`src/rtl/phl_muldiv.sv`:
```
// ----------------------------------------------------------------------------
// phl_muldiv
// Serial floor(a * b / c): shift-add multiply, then restoring divide.
// ----------------------------------------------------------------------------
module phl_muldiv #(
    parameter int W = 25
) (
    input  logic           aclk,
    input  logic           aresetn,
    input  logic           start,
    input  logic [W-1:0]   a,
    input  logic [W-1:0]   b,
    input  logic [W-1:0]   c,
    output logic           done,
    output logic [2*W-1:0] q
);

    localparam int PW = 2 * W;
    localparam int NW = $clog2(PW + 1);

    typedef enum logic [1:0] {PH_IDLE, PH_MUL, PH_DIV} phase_t;

    phase_t          phase_reg;
    logic [NW-1:0]   cnt_reg;
    logic [PW-1:0]   mcand_reg;   // shifted multiplicand
    logic [W-1:0]    mplier_reg;
    logic [PW-1:0]   pq_reg;      // product, then quotient shifting in
    logic [W-1:0]    rem_reg;
    logic [W-1:0]    div_reg;
    logic            done_reg;
    logic [W:0]      trial;
    logic [W:0]      trial_sub;

    assign trial     = {rem_reg, pq_reg[PW-1]};
    assign trial_sub = trial - {1'b0, div_reg};

    always_ff @(posedge aclk) begin
        if (!aresetn) begin
            phase_reg <= PH_IDLE;
            done_reg  <= 1'b0;
            cnt_reg   <= '0;
        end else begin
            done_reg <= 1'b0;
            case (phase_reg)
                PH_IDLE: begin
                    if (start) begin
                        mcand_reg  <= PW'(a);
                        mplier_reg <= b;
                        div_reg    <= c;
                        pq_reg     <= '0;
                        rem_reg    <= '0;
                        cnt_reg    <= NW'(W);
                        phase_reg  <= PH_MUL;
                    end
                end
                PH_MUL: begin
                    if (mplier_reg[0]) begin
                        pq_reg <= pq_reg + mcand_reg;
                    end
                    mcand_reg  <= {mcand_reg[PW-2:0], 1'b0};
                    mplier_reg <= mplier_reg >> 1;
                    if (cnt_reg == NW'(1)) begin
                        cnt_reg   <= NW'(PW);
                        phase_reg <= PH_DIV;
                    end else begin
                        cnt_reg <= cnt_reg - 1'b1;
                    end
                end
                PH_DIV: begin
                    if (!trial_sub[W]) begin
                        rem_reg <= trial_sub[W-1:0];
                        pq_reg  <= {pq_reg[PW-2:0], 1'b1};
                    end else begin
                        rem_reg <= trial[W-1:0];
                        pq_reg  <= {pq_reg[PW-2:0], 1'b0};
                    end
                    if (cnt_reg == NW'(1)) begin
                        done_reg  <= 1'b1;
                        phase_reg <= PH_IDLE;
                    end else begin
                        cnt_reg <= cnt_reg - 1'b1;
                    end
                end
                default: phase_reg <= PH_IDLE;
            endcase
        end
    end

    assign done = done_reg;
    assign q    = pq_reg;

    a_start_idle: assert property (@(posedge aclk) disable iff (!aresetn)
        start |-> phase_reg == PH_IDLE)
        else $error("muldiv started while busy");

    a_done_after_div: assert property (@(posedge aclk) disable iff (!aresetn)
        done |-> $past(phase_reg) == PH_DIV)
        else $error("muldiv done without divide");

    a_divisor_nonzero: assert property (@(posedge aclk) disable iff (!aresetn)
        start |-> c != '0)
        else $error("muldiv started with zero divisor");

endmodule

```
`config.mk`:
```
export PLATFORM = sky130hd
export DESIGN_NAME = phl_muldiv
export DESIGN_NICKNAME = d
export VERILOG_FILES = /design/src/rtl/phl_muldiv.sv
export SDC_FILE = /design/constraint.sdc
export NUM_CORES = 1
export LEC_CHECK = 0
export ABC_AREA = 1
export BUFFER_PORTS_ARGS = -buffer_cell sky130_fd_sc_hd__buf_2
export CAP_MARGIN = 10
export CORE_MARGIN = 3
export CORE_UTILIZATION = 40
export CTS_BUF_LIST = sky130_fd_sc_hd__clkbuf_16
export CTS_CLUSTER_DIAMETER = 50
export DETAILED_ROUTE_END_ITERATION = 7
export SKIP_CTS_REPAIR_TIMING = 1
export SLEW_MARGIN = 30
export SYNTH_ARGS = -nofsm -noshare
export SYNTH_HDL_FRONTEND = slang
export SYNTH_SLANG_ARGS = --single-unit
```
`constraint.sdc`:
```
create_clock -name aclk -period 15.5 [get_ports aclk]
set_clock_uncertainty 0.15 [all_clocks]
set_input_delay 0.775 -clock aclk [delete_from_list [all_inputs] [get_ports aclk]]
set_output_delay 0.775 -clock aclk [all_outputs]
set_load 0.01 [all_outputs]
```
# == After elaboration in Yosys (flattened, before gate mapping) ==
# Cells that the tools add are included.
# W data, S select, Z words.
# totals
reg_bits,184
latch_bits,0
ramBits,0
rom_bits,0
inputBits,78
elab_cells,50
memories,0
# op_classes
addsub,3
mul,0
n_div,0
n_lt_le_gt_ge,0
n_eq_ne,8
shift,0
muxes,20
n_bitwise,0
reduce_logical,11
# op_table
cell,n
$mux W50,3
$pmux W50 S3,1
$pmux W25 S2,2
$pmux W50 S2,1
$mux W25,3
$add A50 B50 Y50,1
$sub A26 B25 Y26,1
$mux W6,3
$pmux W6 S3,1
$reduce_and A3 Y1,5
$ne A2 B2 Y1 const B,5
$eq A6 B1 Y1 const B,1
$mux W2,3
$pmux W2 S3,1
$sub A6 B1 Y6 const B,1
$reduce_and A4 Y1,1
$reduce_bool A2 Y1,2
$reduce_bool A3 Y1,1
$eq A2 B1 Y1 const B,1
$eq A2 B2 Y1 const B,1
$logic_not A2 Y1,1
$mux W1,2
$reduce_and A2 Y1,1

# == Depth between registers and ports, before layout ==
# logic_depth
ltp_word,3
depth_mapped,17
mapped_depth_nobuf,16

# == Worst setup path after synthesis ==
# Ideal clock, no wire load.
# synth_path
path_kind,register to register
startpoint,register phase_reg[1]
endpoint,register mcand_reg[0] (enable)
setup_time_ns,0.533
arrival_ns,4.754
required_time_ns,14.817
setup_slack_ns,10.063
path_stages_with_launch,8
synth_period_minus_slack_ns,5.437
path_cell_list,dfxtp_1 > inv_1 > ha_1 > clkbuf_1 > inv_1 > clkbuf_1 > clkbuf_1 > a21oi_1
# synth_via
elab_chain_len,3
# synth_lines
element,line,source
start: declaration,23,phase_t phase_reg;
start signal: assignment,39,phase_reg <= PH_IDLE;
start signal: assignment,53,phase_reg <= PH_MUL;
start signal: assignment,64,phase_reg <= PH_DIV;
$eq A2 B1 Y1 or $logic_not A2 Y1 (tied branches),44,case (phase_reg)
$reduce_bool A2 Y1 (no line) or $ne A2 B2 Y1 (tied branches),--,
$reduce_and A3 Y1 (no line) (*),--,
end signal: assignment,47,mcand_reg <= PW'(a);
end signal: assignment,60,"mcand_reg <= {mcand_reg[PW-2:0], 1'b0};"
end: declaration,25,logic [PW-1:0] mcand_reg;
# Every way passes the cells marked *; elsewhere a longest branch is shown, timed or not.
# A chain may end at the register's enable or synchronous reset.

# == Final worst setup path ==
# layout_path
startpoint,register pq_reg[33] (netlist: q[33])
endpoint,"register pq_reg[46] (netlist: q[46]), data pin"
# layout_via
elab_chain_len,3
# layout_lines
element,line,source
start: declaration,27,logic [PW-1:0] pq_reg;
start signal: assignment,58,pq_reg <= pq_reg + mcand_reg;
start signal: assignment,72,"pq_reg <= {pq_reg[PW-2:0], 1'b1};"
start signal: assignment,75,"pq_reg <= {pq_reg[PW-2:0], 1'b0};"
$add A50 B50 Y50,58,
$mux W50,57,if (mplier_reg[0]) begin
$pmux W50 S3,44,
# Every way passes these cells. The select of a mux whose other input is x is not followed.

==> metrics.txt <==
# TYPE chip_impl_metric gauge
chip_impl_info{name="unrepaired_setup_endpoints_after_global_routing",value="false"} 1
chip_impl_metric{name="total_leakage_power",unit="nW"} 7.45
chip_impl_metric{name="die_width",unit="um"} 189
chip_impl_info{name="min_path_type",value="register to register"} 1
chip_impl_metric{name="drt_iter0_drc",unit=""} 900
chip_impl_metric{name="combinationalPowerShare",unit="%"} 55.5
chip_impl_metric{name="layout_worst_path_cycle_share",unit="%"} 18.2
chip_impl_info{name="postSynth.topFlopCell",value="sky130_fd_sc_hd__edfxtp_1"} 1
chip_impl_metric{name="share_clk_of_total_power",unit="%"} 14.9
chip_impl_metric{name="total_drc_errors_in_the_routed_layout",unit=""} 0
chip_impl_metric{name="highest_net_fanout_along_the_worst_path",unit=""} 5
chip_impl_metric{name="syn_inst",unit=""} 1906
chip_impl_metric{name="drt-wirelength-per-cell",unit="um"} 15.1
chip_impl_metric{name="maxClockFrequency",unit="MHz"} 355
chip_impl_metric{name="power_frac_seq",unit="%"} 29.6
chip_impl_metric{name="cts-root-to-sink-buffers",unit=""} 2
chip_impl_info{name="synth.largest_area_cell",value="sky130_fd_sc_hd__edfxtp_1"} 1
chip_impl_info{name="cts_tree",value="yes"} 1
chip_impl_metric{name="total_die_area",unit="mm^2"} 0.0358
chip_impl_metric{name="tightest_slew",unit="ns"} 0.909
chip_impl_metric{name="synth_seq_area_share",unit="%"} 40.5
chip_impl_metric{name="grt_util_met3",unit="%"} 4.05
chip_impl_metric{name="finalMaxSlewViolations",unit=""} 0
chip_impl_metric{name="grtUsageTotal",unit="%"} 21.1
chip_impl_metric{name="grt_pass1_vias",unit=""} 11800
chip_impl_metric{name="drive_above_1_share",unit="%"} 9.38
chip_impl_info{name="worstSetupEndpointType",value="register"} 1
chip_impl_metric{name="final.hold.worst_slack",unit="ns"} 0.322
chip_impl_metric{name="switching_portion_of_total_power",unit="%"} 48.5
chip_impl_metric{name="grt_use_met2",unit="%"} 32.6
chip_impl_metric{name="top_level_ports",unit=""} 129
chip_impl_info{name="globalRoute.busiestLayer",value="met2"} 1
chip_impl_metric{name="firstDrtPassIters",unit=""} 5
chip_impl_metric{name="synth.ff_latch_count",unit=""} 184
chip_impl_metric{name="initial_core_util",unit="%"} 41.0
chip_impl_metric{name="yosys_warnings",unit=""} 0
chip_impl_info{name="synthTopCellsByArea",value="sky130_fd_sc_hd__edfxtp_1 (39%), sky130_fd_sc_hd__nand2_1 (20%), sky130_fd_sc_hd__inv_1 (8.6%)"} 1
chip_impl_metric{name="cts_buffers",unit=""} 17
chip_impl_metric{name="report.final.setup_viol",unit=""} 0
chip_impl_info{name="status",value="complete, no violations"} 1
chip_impl_metric{name="mappedNetlistNets",unit=""} 2066
chip_impl_metric{name="grt_start_max_net_pins",unit=""} 76
chip_impl_metric{name="clk_latency",unit="ns"} 0.46
chip_impl_metric{name="cp_data_required_time",unit="ns"} 15.54
chip_impl_metric{name="gr-total-overflow",unit=""} 0
chip_impl_metric{name="drv_cap",unit=""} 0
chip_impl_metric{name="areaGrowthSynthToFinish",unit="%"} 12.5
chip_impl_metric{name="syn_area_per_cell",unit="um^2"} 7.05
chip_impl_metric{name="yosysTopAreaCellShare",unit="%"} 39.1
chip_impl_metric{name="num-nets-final",unit=""} 2183
chip_impl_metric{name="pwr_density_cell",unit="mW/mm^2"} 188
chip_impl_metric{name="synthesis.area",unit="mm^2"} 0.0134
chip_impl_metric{name="ys_async_sr_fraction",unit="%"} 0
chip_impl_metric{name="nFillCells",unit=""} 3436
chip_impl_metric{name="final-hold-violation-count",unit=""} 0
chip_impl_metric{name="grt_pass1_wl",unit="mm"} 60.6
chip_impl_metric{name="max_slew_margin",unit="%"} 39.4
chip_impl_metric{name="netlist-cell-type-count",unit=""} 40
chip_impl_metric{name="die_span_in_y",unit="um"} 189
chip_impl_metric{name="detailedPlacementHpwl",unit="mm"} 28.4
chip_impl_metric{name="h-tree-depth",unit=""} 4
chip_impl_metric{name="finalPower",unit="mW"} 2.85
chip_impl_metric{name="antenna_cells",unit=""} 0
chip_impl_info{name="clock-root-buffer",value="sky130_fd_sc_hd__clkbuf_16"} 1
chip_impl_metric{name="cp.arrival",unit="ns"} 2.85
chip_impl_metric{name="use_met1",unit="%"} 31.4
chip_impl_metric{name="place.port_buffers",unit=""} 128
chip_impl_metric{name="rows",unit=""} 66
chip_impl_metric{name="post-place-ws",unit="ns"} 12.70
chip_impl_metric{name="irDropWorstVdd",unit="V"} 0.0000964
chip_impl_info{name="path_class",value="register to register"} 1
chip_impl_metric{name="layout_min_cycle_time",unit="ns"} 2.81
chip_impl_metric{name="net-switching-power",unit="mW"} 1.38
chip_impl_metric{name="antenna_found_initial",unit=""} 0
chip_impl_metric{name="postRouteAntennaNets",unit=""} 0
chip_impl_metric{name="synth_edf_count",unit=""} 175
chip_impl_metric{name="drt-vias-per-instance",unit=""} 4.93
chip_impl_metric{name="post-route-worst-setup-slack",unit="ns"} 12.69
chip_impl_metric{name="internal-power",unit="mW"} 1.47
chip_impl_metric{name="floorplan.core_area",unit="mm^2"} 0.0328
chip_impl_metric{name="total_number_of_clock_tree_sinks",unit=""} 184
chip_impl_metric{name="via_count_of_the_routed_design",unit=""} 12200
chip_impl_metric{name="globalplace.congestion",unit=""} 0.942
chip_impl_metric{name="detail_route.wirelength",unit="mm"} 37.5
chip_impl_info{name="worstSetupStartpointType",value="register"} 1
chip_impl_metric{name="cts.reportedPaths.clkPinSlew",unit="ns"} 0.08
chip_impl_metric{name="fin_setup_tns",unit="ns"} 0
-- kinds of logic (layout without fill, tap and decap cells) --
group / after synthesis / after routing / share of synthesized area [%]
simple gates: 1048 / 1048 / 31.6
buf+inv: 349 / 479 / 10.0
compound gates: 221 / 221 / 8.79
flops: 184 / 184 / 40.5
fa+ha+maj: 82 / 82 / 7.75
xor+xnor: 22 / 22 / 1.43
-- metal layers --
metal	share of wire, %	up-vias
li1	-	6298
met1	50	5556
met2	43	333
met3	6.5	19
met4	0.70	0
met5	0	-
-- final timing paths --
path | from | to | slack (ns) | cells after the start
setup / recovery | q[33]$_DFFE_PP_ | q[46]$_DFFE_PP_ | 12.69 | 12
hold / removal | cnt_reg[1]$_SDFFE_PN0P_ | cnt_reg[1]$_SDFFE_PN0P_ | 0.32 | 2
setup reg to reg | q[33]$_DFFE_PP_ | q[46]$_DFFE_PP_ | 12.69 | 12
hold reg to reg | cnt_reg[1]$_SDFFE_PN0P_ | cnt_reg[1]$_SDFFE_PN0P_ | 0.32 | 2
-- cell type report --
cell class / count / area [um^2] / share of cell area, %
Inverter: 312 / 1170 / 7.77
Clock inverter: 15 / 130 / 0.861
Timing Repair Buffer: 135 / 697 / 4.61
Clock buffer: 17 / 425 / 2.82
Tap cell: 442 / 553 / 3.66
Sequential cell: 184 / 5440 / 36.0
Multi-Input combinational cell: 1373 / 6700 / 44.3
-- cell usage after synthesis (11+ instances only) --
cell                         n
sky130_fd_sc_hd__nand2_1   713
sky130_fd_sc_hd__inv_1     309
sky130_fd_sc_hd__edfxtp_1  175
sky130_fd_sc_hd__nor2_1    170
sky130_fd_sc_hd__a21oi_1   145
sky130_fd_sc_hd__nand3_1    92
sky130_fd_sc_hd__ha_1       80
sky130_fd_sc_hd__o21ai_0    47
sky130_fd_sc_hd__clkbuf_1   26
sky130_fd_sc_hd__nor3_1     20
sky130_fd_sc_hd__nand4_1    17
sky130_fd_sc_hd__xor2_1     13
sky130_fd_sc_hd__nand3b_1   11
-- critical path, cell delays in order, from the launching register on --
cell and delay (ns):
sky130_fd_sc_hd__edfxtp_1 0.54, sky130_fd_sc_hd__ha_1 0.52, sky130_fd_sc_hd__nand2_1 0.15, sky130_fd_sc_hd__nor2_1 0.24, sky130_fd_sc_hd__nand2_1 0.16, sky130_fd_sc_hd__inv_1 0.11
sky130_fd_sc_hd__nand2_1 0.11, sky130_fd_sc_hd__nor2_1 0.12, sky130_fd_sc_hd__nand2_1 0.12, sky130_fd_sc_hd__nand3_1 0.12, sky130_fd_sc_hd__nand2_1 0.05, sky130_fd_sc_hd__nand3_1 0.08
sky130_fd_sc_hd__a21oi_1 0.07
-- through the flow --
| step | utilization, % | instance area (um^2) | std cells |
|---|---|---|---|
| 6_report | 46.1 | 15100 | 2478 |
| 3_5_place_dp | 44.4 | 14600 | 2446 |
| 3_3_place_gp | 44.4 | 14500 | 2446 |
| 5_1_grt | 46.1 | 15100 | 2478 |
| 4_1_cts | 46.1 | 15100 | 2478 |
| 2_1_floorplan | - | 13400 | 1906 |
-- power groups by stage --
stage | logic (mW) | registers, mW | clock network [mW]
2_1_floorplan | 1.13 | 0.851 | 0
4_1_cts | 1.58 | 0.844 | 0.439
5_1_grt | 1.80 | 0.861 | 0.456
3_3_place_gp | 1.56 | 0.849 | 0
3_5_place_dp | 1.56 | 0.852 | 0
6_report | 1.58 | 0.842 | 0.426
-- layout by cell type (no fill, tap or decap), types with 4 or more instances in the layout --
cell | Yosys | routed
sky130_fd_sc_hd__buf_2 | 3 | 128
sky130_fd_sc_hd__a21o_1 | 4 | 4
sky130_fd_sc_hd__clkinv_1 | 1 | 4
sky130_fd_sc_hd__a21oi_1 | 145 | 143
sky130_fd_sc_hd__xnor2_1 | 9 | 9
sky130_fd_sc_hd__nand2_1 | 713 | 713
sky130_fd_sc_hd__xor2_1 | 13 | 13
sky130_fd_sc_hd__o21ai_0 | 47 | 47
sky130_fd_sc_hd__buf_4 | 0 | 6
sky130_fd_sc_hd__nand3_1 | 92 | 92
sky130_fd_sc_hd__dfxtp_1 | 9 | 9
sky130_fd_sc_hd__nor2_1 | 170 | 168
sky130_fd_sc_hd__nand4_1 | 17 | 17
sky130_fd_sc_hd__clkbuf_16 | 0 | 17
sky130_fd_sc_hd__and2_1 | 4 | 4
sky130_fd_sc_hd__edfxtp_1 | 175 | 175
sky130_fd_sc_hd__clkinv_4 | 0 | 5
sky130_fd_sc_hd__ha_1 | 80 | 78
sky130_fd_sc_hd__or2_2 | 9 | 9
sky130_fd_sc_hd__o21bai_1 | 9 | 9
sky130_fd_sc_hd__inv_1 | 309 | 309
sky130_fd_sc_hd__nand2_2 | 4 | 4
sky130_fd_sc_hd__nand3b_1 | 11 | 11
sky130_fd_sc_hd__nor3_1 | 20 | 20
No activity file was read; power rests on OpenSTA's default activity.
