[config.mk]
export PLATFORM = sky130hd
export DESIGN_NAME = phl_ram
export DESIGN_NICKNAME = d
export VERILOG_FILES = /design/src/rtl/phl_ram.sv
export SDC_FILE = /design/constraint.sdc
export NUM_CORES = 1
export LEC_CHECK = 0
export ABC_AREA = 1
export BUFFER_PORTS_ARGS = -buffer_cell sky130_fd_sc_hd__buf_4
export CELL_PAD_IN_SITES_DETAIL_PLACEMENT = 0
export CELL_PAD_IN_SITES_GLOBAL_PLACEMENT = 1
export CORE_MARGIN = 8
export CORE_UTILIZATION = 52
export DETAILED_ROUTE_END_ITERATION = 10
export GPL_TIMING_DRIVEN = 0
export PLACE_DENSITY_LB_ADDON = 0.1
export REMOVE_ABC_BUFFERS = 1
export SLEW_MARGIN = 20
export SYNTH_ARGS = -nofsm -noshare
export SYNTH_HDL_FRONTEND = slang
export SYNTH_SLANG_ARGS = --single-unit
[constraint.sdc]
create_clock -name aclk -period 3.46 [get_ports aclk]
set_clock_uncertainty 0.05 [all_clocks]
set_input_delay 0.692 -clock aclk [delete_from_list [all_inputs] [get_ports aclk]]
set_output_delay 0.692 -clock aclk [all_outputs]
set_load 0.005 [all_outputs]
[src/rtl/phl_ram.sv]
// ----------------------------------------------------------------------------
// phl_ram
// Generic single-port RAM, one write or one read a cycle, registered read.
// ----------------------------------------------------------------------------
module phl_ram #(
    parameter int WIDTH = 8,
    parameter int DEPTH = 16,
    parameter int AW    = (DEPTH > 1) ? $clog2(DEPTH) : 1
) (
    input  logic             aclk,
    input  logic             we,
    input  logic [AW-1:0]    addr,
    input  logic [WIDTH-1:0] wdata,
    output logic [WIDTH-1:0] rdata
);

    logic [WIDTH-1:0] mem [DEPTH];
    logic [WIDTH-1:0] rdata_reg;

    always_ff @(posedge aclk) begin
        if (we) begin
            mem[addr] <= wdata;
        end
        rdata_reg <= mem[addr];
    end

    assign rdata = rdata_reg;

endmodule

# Word-level counts from Yosys, hierarchy flattened

Memory sizes are Yosys's and may differ from the RTL's. A register that Yosys moved wholly into a read port is not among the register bits.
Index checks and enable logic that the tools add are counted.

Logic and storage cells: 3
Input bits: 14
Register bits after elaboration: 0
Bits in writable memories: 128
Output and inout port bits: 8
Memories kept: 1

Muxes and demuxes: 2

Memory list:

| name | depth | bits a word | read ports | clocked after Yosys merged registers in | write ports | RTL line | RTL |
|---|---|---|---|---|---|---|---|
| mem  | 16    | 8           | 1          | 1                                       | 1           | 17       | `logic [WIDTH-1:0] mem [DEPTH];` |

Operators with widths:

| kind              | count |
|---|---|
| two-way mux 1 bit | 2 |

# Logic depth before layout (Yosys ltp)

Gate-level depths: netlist of the first run.

Word-level depth: 2
Depth in mapped cells: 11
Mapped depth without buffers: 9

# Worst setup path before layout of the first run

OpenSTA, ideal clock, no wires.

Kind: input port to flip-flop
Start: input port addr[1]
End: memory mem[3][0], enable pin
Setup slack: 1.341 ns
Library setup time: 0.370 ns
Data required time: 3.040 ns
Buffers on the path: 2
Data arrival time: 1.699 ns
Stages: 4
Path through: buf_2 clkbuf_1 nand3_1 nor2_1

RTL lines:

| what            | RTL line | RTL |
|---|---|---|
| start, declared | 12       | `input logic [AW-1:0] addr,` |
| end, declared   | 17       |  |

No word-level cell before the write port.

# Final worst setup path of the first run

Start: input port addr[0]
End: memory mem[2][0], enable pin

No word-level cell before the write port.

==> impl_metrics.toml, run 1 <==
[logic_synthesis]
synth-compound-area-share = 0
synth_seq_cells = 136
ys_warn_count = 0
avgSynthCellArea_um2 = 10.21
synth-edff-count = 128
synth_top_area_share = 0.6872
synth_mux_area_frac = 0
ys.flop_type = "edfxtp_1"
netlist_top_cells_count = "nand2_1, edfxtp_1, inv_1, nor2_1, buf_2"
async_reset_ff_frac = 0
synthesis.area_um2 = 5593
synthAdderAreaFrac = 0
synth_area_leaders = "edfxtp_1, nand2_1, dfxtp_1"
yosys.area_share.simple = 0.2479
yosys.area_share.xor_xnor = 0
synth_cells = 548
synth_most_common_cell = "nand2_1"
synth_top_family_by_area = "simple AND/OR/NAND/NOR gates"
synth.largest_area_cell = "edfxtp_1"
yosysUniqueCellTypes = 11
yosysSeqAreaShare = 0.7159

[clocking]
cts_tree = "built"
cts-root-buf = "clkbuf_8"
cts.repair.resized = 0
cts_num_sinks = 136
clockBufferDepth = 2
cts_setup_buffers = 0
cts_hold_buf = 0
numCtsBuffers = 17
htreeDepth = 4
cts.clk_slew.worst_paths_ns = 0.06
clk_latency_ns = 0.53

[outcome]
outcome = "completed"

[worst_setup_path]
startpoint_type = "primary input"
cp_slowest_cell = "nor2_1"
r2r_setup_slack_ns = 2.37
worstSetupPathDepth = 4
criticalPathCategory = "primary input to register"
ff2ff_path_depth = 8
worstReg2RegEnd = "rdata[0]$_DFF_P_"
reg2reg_from = "mem[4][0]$_DFFE_PP_"
critPathRequiredTime_ns = 3.56
cp_max_fo = 67
path_buf_inv = 2
endpoint = "mem[2][0]$_DFFE_PP_"
worst_setup_path_end_kind = "register"
startpoint = "addr[0]"
path_cells = "buf_4, inv_4, nand3_1, nor2_1"
critPathTopFamily = "simple AND/OR/NAND/NOR gates"
slowest_delay_ns = 0.73
crit_arrival_ns = 2.80

[timing]
rsz0062_at_grt = "false"
hold_viol = 0
finalSetupViolations = 0
drv_slew = 0
slew-limit-headroom = 0.4402
fin_crit_sh = 0.7796
worstMarginPinSlew_ns = 0.8366
max_freq_ghz = 0.3707
min_period_ns = 2.697

[drt]
finalWirelength_um = 11840
vias = 3541
antenna_left = 0
via_per_inst = 4.918
drc_errors = 0
drt_iter0_drc = 268
drtPass1Iterations = 4
wire_per_inst_um = 16.45

[power]
cellPowerDensity_nw_per_um2 = 607.4
leakage_nw = 2.721
peakVddDrop_uv = 369.1
power_mw = 3.896

[layout]
ff_latch_area_um2 = 4004
multi_input_area_um2 = 1386
largest_reg_flops = 128
diodes = 0
layout-drive-gt1-share = 0.09138
fin_area_um2 = 6414
area_growth_pct = 14.68
fillCellCount = 916
final_nets = 581

[placed_design]
port_buffers = 21
gp_congestion = 0.7765
placed_cell_area_um2 = 5812
dp_hpwl_um = 6530

[grt]
antenna_found_initial = 0
first_global_vias = 3433
grt_first_pass_wirelength_um = 18640
track_usage = 0.1748
grt_max_degree = 68
grt_overflow_total = 0

[run]
drv_cap = 0

[hold_path]
min_path_type = "primary input to register"

[floorplanning]
num_rows = 38
die_area_um2 = 14330
num_io_pins = 22
start_util = 0.5251
die_y_um = 119.7
die_width_um = 119.7
core_um2 = 10650
==> area by class of cell <==
| type | instances | share of cell area |
|---|---|---|
| Sequential cell | 136 | 0.6243 |
| Clock inverter | 13 | 0.02809 |
| Inverter | 23 | 0.01385 |
| Tap cell | 140 | 0.02731 |
| Timing Repair Buffer | 21 | 0.02458 |
| Multi-Input combinational cell | 368 | 0.2162 |
| Clock buffer | 19 | 0.06574 |
==> per-stage QoR <==
stage,setup slack [ns],util,std cells,hold WS [ns],setup TNS (ns)
after floorplan,1.153,-,527,0.5928,0
after global placement,-0.1916,0.5455,688,0.6304,-10.10
after detailed placement,0.02519,0.5457,688,0.6269,0
after CTS,0.5738,0.6022,720,0.4485,0
after global routing,0.5808,0.6022,720,0.4573,0
final,0.7627,0.6022,720,0.4545,0
==> where the power goes <==
group | leakage (nW) | internal [mW] | total, mW | switching, mW
Combinational | 1.22 | 0.0640 | 0.217 | 0.153
Clock | 0.276 | 1.16 | 1.83 | 0.663
Sequential | 1.22 | 1.84 | 1.85 | 0.00927
==> logic make-up after synthesis <==
kind of cell / count (synthesis)
AND/OR/NAND/NOR: 368
flip-flops: 136
buffers and inverters: 44
==> worst min-delay path by stage <==
stage / slack, ns / start / depth (start not counted) / endpoint
floorplan: 0.59 / mem[0][0]$_DFFE_PP_ / 8 / rdata[0]$_DFF_P_
global placement: 0.63 / mem[8][3]$_DFFE_PP_ / 8 / rdata[3]$_DFF_P_
detailed placement: 0.63 / mem[8][3]$_DFFE_PP_ / 8 / rdata[3]$_DFF_P_
CTS: 0.45 / wdata[1] / 1 / mem[13][1]$_DFFE_PP_
global route: 0.46 / wdata[1] / 1 / mem[13][1]$_DFFE_PP_
finish: 0.45 / wdata[6] / 1 / mem[5][6]$_DFFE_PP_
==> metal layers <==
layer	wire, um	global-route usage	vias up	share of wire
li1	-	-	1792	-
met1	5346	0.2236	1654	0.45
met2	5878	0.2847	79	0.50
met3	443	0.04086	16	0.037
met4	176	0.06557	0	0.015
met5	0	0	-	0
==> placed cells by master, fill, tap and decap left out, drive strengths merged <==
cell type  Yosys  layout
bufinv         0       4
edfxtp       128     128
dfxtp          8       8
nand2        346     346
nand3          4       4
inv           22      23
clkinvlp       0       6
clkbuf         3      19
buf           18      21
clkinv         1       3
nor2          18      18
Power figures use the tool's default switching activity.
==> inputs of run 2 (changes only) <==
- CORE_UTILIZATION: 52 -> 48
- clock period: 3.46 -> 2.72 ns (I/O delays scaled with it)
==> run 2 against run 1 <==
Setup slack worse by 0.53 ns. Critical path depth unchanged. Count of clock-buffer cells in the layout up 1. Design area up 1.5%. Die area up 7.2%. Sequential power up 28%. Non-clock buffer count unchanged. Critical endpoint is now mem[0][4]$_DFFE_PP_. Via count up 0.71%. Sequential share of layout area down 0.90 points.
==> impl_metrics.toml, run 2 (synthesis gave the netlist of run 1 again) <==
[layout]
area_growth_pct = 16.35
final_common_cell = "nand2_1"
final_nets = 581
fillCellCount = 1006
layout_common_cells = "nand2_1, edfxtp_1, inv_1, buf_4, clkbuf_16"
largest_reg_flops = 128
layout-drive-gt1-share = 0.1000
diodes = 0
fin_util = 0.5699
layout.cells.non_filler = 723

[drt]
wire_per_inst_um = 16.84
drtPass1Iterations = 4
vias = 3566
antenna_left = 0
via_per_inst = 4.932
drc_errors = 0
finalWirelength_um = 12170
drt_iter0_drc = 204

[power]
leakage_nw = 2.767
peakVddDrop_uv = 463.5
cellPowerDensity_nw_per_um2 = 803.8

[hold_path]
min_path_type = "primary input to register"

[timing]
fin_crit_sh = 0.9151
min_period_ns = 2.489
slew-limit-headroom = 0.4125
drv_slew = 0
rsz0062_at_grt = "false"
hold_viol = 0
finalSetupViolations = 0
max_freq_ghz = 0.4018
hold_ws_ns = 0.4306
fin_ws_ns = 0.2309
worstMarginPinSlew_ns = 0.8780

[floorplanning]
num_io_pins = 22
die_y_um = 123.9
start_util = 0.4898
die_width_um = 123.9
core_um2 = 11420
die_area_um2 = 15360
num_rows = 39

[outcome]
outcome = "completed"

[placed_design]
gp_congestion = 0.7000
port_buffers = 21
dp_cells = 691
dp_hpwl_um = 6745
place_ws_ns = -0.5505

[grt]
grt_max_degree = 68
antenna_found_initial = 0
track_usage = 0.1728
grt_first_pass_wirelength_um = 19160
first_global_vias = 3617
grt_overflow_total = 0

[clocking]
cts_hold_buf = 0
clk_latency_ns = 0.41
cts-root-buf = "clkbuf_16"
clockBufferDepth = 2
cts.clk_slew.worst_paths_ns = 0.06
htreeDepth = 4
cts.repair.resized = 2
cts_setup_buffers = 0
cts_num_sinks = 136
cts_tree = "built"
numCtsBuffers = 17

[worst_setup_path]
slowest_delay_ns = 0.73
critPathTopFamily = "simple AND/OR/NAND/NOR gates"
cp_max_fo = 67
criticalPathCategory = "primary input to register"
path_buf_inv = 2
startpoint_type = "primary input"
r2r_setup_slack_ns = 1.63
path_cells = "buf_4, inv_6, nand3_1, nor2_1"
crit_arrival_ns = 2.47
critPathRequiredTime_ns = 2.70
cp_slowest_cell = "nor2_1"
worst_setup_path_end_kind = "register"

[run]
drv_cap = 0
run 2: cell types whose count changed in the layout (fill, tap and decap cells not counted), moves of 2 or more:
cell        change
clkinvlp_4      -3
bufinv_16       +2
nor2_1          -4
nor2_2          +4
run 2: stage by stage:
stage          setup TNS [ns]  instance area [um2]  power, mW
2_1_floorplan               0                 5477      2.533
3_3_place_gp           -65.97                 5813      2.674
3_5_place_dp           -46.73                 5816      2.680
4_1_cts                     0                 6497      5.257
5_1_grt                     0                 6507      5.389
6_report                    0                 6507      5.230
run 2: final timing paths:
path                          end                start  cells after the start
max           mem[0][4]$_DFFE_PP_              addr[0]                      4
max reg2reg      rdata[0]$_DFF_P_  mem[5][0]$_DFFE_PP_                      8
min          mem[10][5]$_DFFE_PP_             wdata[5]                      1
min reg2reg      rdata[2]$_DFF_P_  mem[8][2]$_DFFE_PP_                      8
run 2: area by class of cell:
| type | instances | area, um2 | area share |
|---|---|---|---|
| sequential | 136 | 4004 | 0.6153 |
| multi-input combinational | 368 | 1396 | 0.2146 |
| clock buffer | 20 | 456.7 | 0.07018 |
| clock inverter | 12 | 221.5 | 0.03403 |
| tap | 143 | 178.9 | 0.02749 |
| timing repair buffer | 21 | 157.7 | 0.02423 |
| inverter | 23 | 92.59 | 0.01423 |
run 2: where the power goes:
group	internal [mW]	switching [mW]
Combinational	0.0814	0.197
Clock	1.77	0.831
Sequential	2.34	0.0115
Total	4.19	1.04
run 2: layer usage:
layer | part of all wire | track usage | vias up
met2 | 0.50 | 0.2874 | 91
met4 | 0.011 | 0.06022 | 0
met3 | 0.056 | 0.04170 | 9
met1 | 0.44 | 0.2174 | 1677
li1 | - | - | 1789
met5 | 0 | 0 | -
run 2: worst reg2reg max path, delay by kind of cell, from the launching register on:
family	cells	cell delay [ns]
and+or+nand+nor	7	0.52
buffers and inverters	1	0.06
DFF	1	0.35
==> inputs of run 3 (changes only) <==
- clock period: 2.72 -> 2.85 ns (I/O delays scaled with it)
==> run 3 against run 2 <==
Count of clock-buffer cells in the layout did not move. Combinational power fell by 5%. Die area did not move. Via count fell by 2.3%. Largest cell class unchanged.
==> impl_metrics.toml, run 3 (synthesis gave the netlist of run 1 again) <==
[placed_design]
dp_hpwl_um = 6745
gp_congestion = 0.7000
place_ws_ns = -0.4465
dp_cells = 691
port_buffers = 21

[layout]
fillCellCount = 1006
layout-drive-gt1-share = 0.09828
final_nets = 581
fin_util = 0.5695
diodes = 0
multi_input_area_um2 = 1394
layout.cells.non_filler = 723
largest_reg_flops = 128
final_common_cell = "nand2_1"
ff_latch_area_um2 = 4004
layout_common_cells = "nand2_1, edfxtp_1, inv_1, buf_4, clkbuf_16"
area_growth_pct = 16.26

[timing]
max_freq_ghz = 0.3698
fin_ws_ns = 0.1460
fin_crit_sh = 0.9488
min_period_ns = 2.704
drv_slew = 0
finalSetupViolations = 0
slew-limit-headroom = 0.4216
hold_viol = 0
hold_ws_ns = 0.4557
rsz0062_at_grt = "true"
worstMarginPinSlew_ns = 0.8645

[drt]
via_per_inst = 4.820
drtPass1Iterations = 4
antenna_left = 0
drt_iter0_drc = 202
vias = 3485
wire_per_inst_um = 16.72
drc_errors = 0
finalWirelength_um = 12090

[power]
peakVddDrop_uv = 442.8
cellPowerDensity_nw_per_um2 = 766.8
pwr-share-clk = 0.496
leakage_nw = 2.767
p_sw_frac = 0.1978
p_switching_mw = 0.9861
combPwrFrac = 0.053
power_mw = 4.986
p_int_mw = 4.000
pwr-share-seq = 0.451

[clocking]
cts.repair.resized = 1
cts_setup_buffers = 0
cts.clk_slew.worst_paths_ns = 0.06
cts_num_sinks = 136
cts-root-buf = "clkbuf_16"
numCtsBuffers = 17
htreeDepth = 4
clockBufferDepth = 2
clk_latency_ns = 0.40
cts_tree = "built"
cts_hold_buf = 0

[worst_setup_path]
critPathRequiredTime_ns = 2.83
worst_setup_path_end_kind = "register"
startpoint_type = "primary input"
crit_arrival_ns = 2.68
criticalPathCategory = "primary input to register"
cp_max_fo = 67

[floorplanning]
num_io_pins = 22
start_util = 0.4898
num_rows = 39
die_y_um = 123.9
core_um2 = 11420
die_width_um = 123.9
die_area_um2 = 15360

[grt]
grt_max_degree = 68
grt_first_pass_wirelength_um = 19160
grt_overflow_total = 0
track_usage = 0.1728
antenna_found_initial = 0
first_global_vias = 3617

[run]
drv_cap = 0

[hold_path]
min_path_type = "primary input to register"

[outcome]
outcome = "completed"
run 3: cell types whose count changed in the layout (fill, tap and decap cells not counted):
| cell | before | now |
|---|---|---|
| nor2_1 | 14 | 15 |
| inv_6 | 1 | 0 |
| nor2_2 | 4 | 3 |
| inv_4 | 0 | 1 |
run 3: power groups by stage:
stage | Combinational, mW | Sequential [mW] | Clock [mW]
finish | 0.265 | 2.25 | 2.47
global route | 0.305 | 2.25 | 2.59
CTS | 0.271 | 2.25 | 2.50
detailed placement | 0.268 | 2.29 | 0
global placement | 0.265 | 2.29 | 0
floorplan | 0.128 | 2.29 | 0
run 3: layout make-up:
cell class	instances	area share
timing repair buffer	21	0.02424
clock buffer	20	0.07023
tap	143	0.02752
sequential	136	0.6157
multi-input combinational	368	0.2144
inverter	23	0.01385
clock inverter	12	0.03406
run 3: worst paths after layout:
check                         endpoint  cells after the start  slack (ns)                start
setup / recovery   mem[6][1]$_DFFE_PP_                      4        0.15              addr[0]
hold / removal    mem[14][7]$_DFFE_PP_                      1        0.46             wdata[7]
setup reg to reg      rdata[3]$_DFF_P_                      8        1.75  mem[5][3]$_DFFE_PP_
hold reg to reg       rdata[6]$_DFF_P_                      8        0.65  mem[8][6]$_DFFE_PP_
run 3: stage by stage:
step                setup TNS (ns)  cell area (um2)
floorplan                        0             5477
global placement            -55.16             5813
detailed placement          -35.91             5816
CTS                              0             6495
global route               -0.2951             6502
finish                           0             6502
run 3: layer usage:
metal	GRT usage	routed length, um
met5	0	0
met4	0.06022	79
met3	0.04170	793
met2	0.2874	5999
met1	0.2174	5216
run 3: critical path: stages:
cell and delay, ns:
buf_4 0.33, inv_4 0.66, nand3_1 0.39, nor2_1 0.68
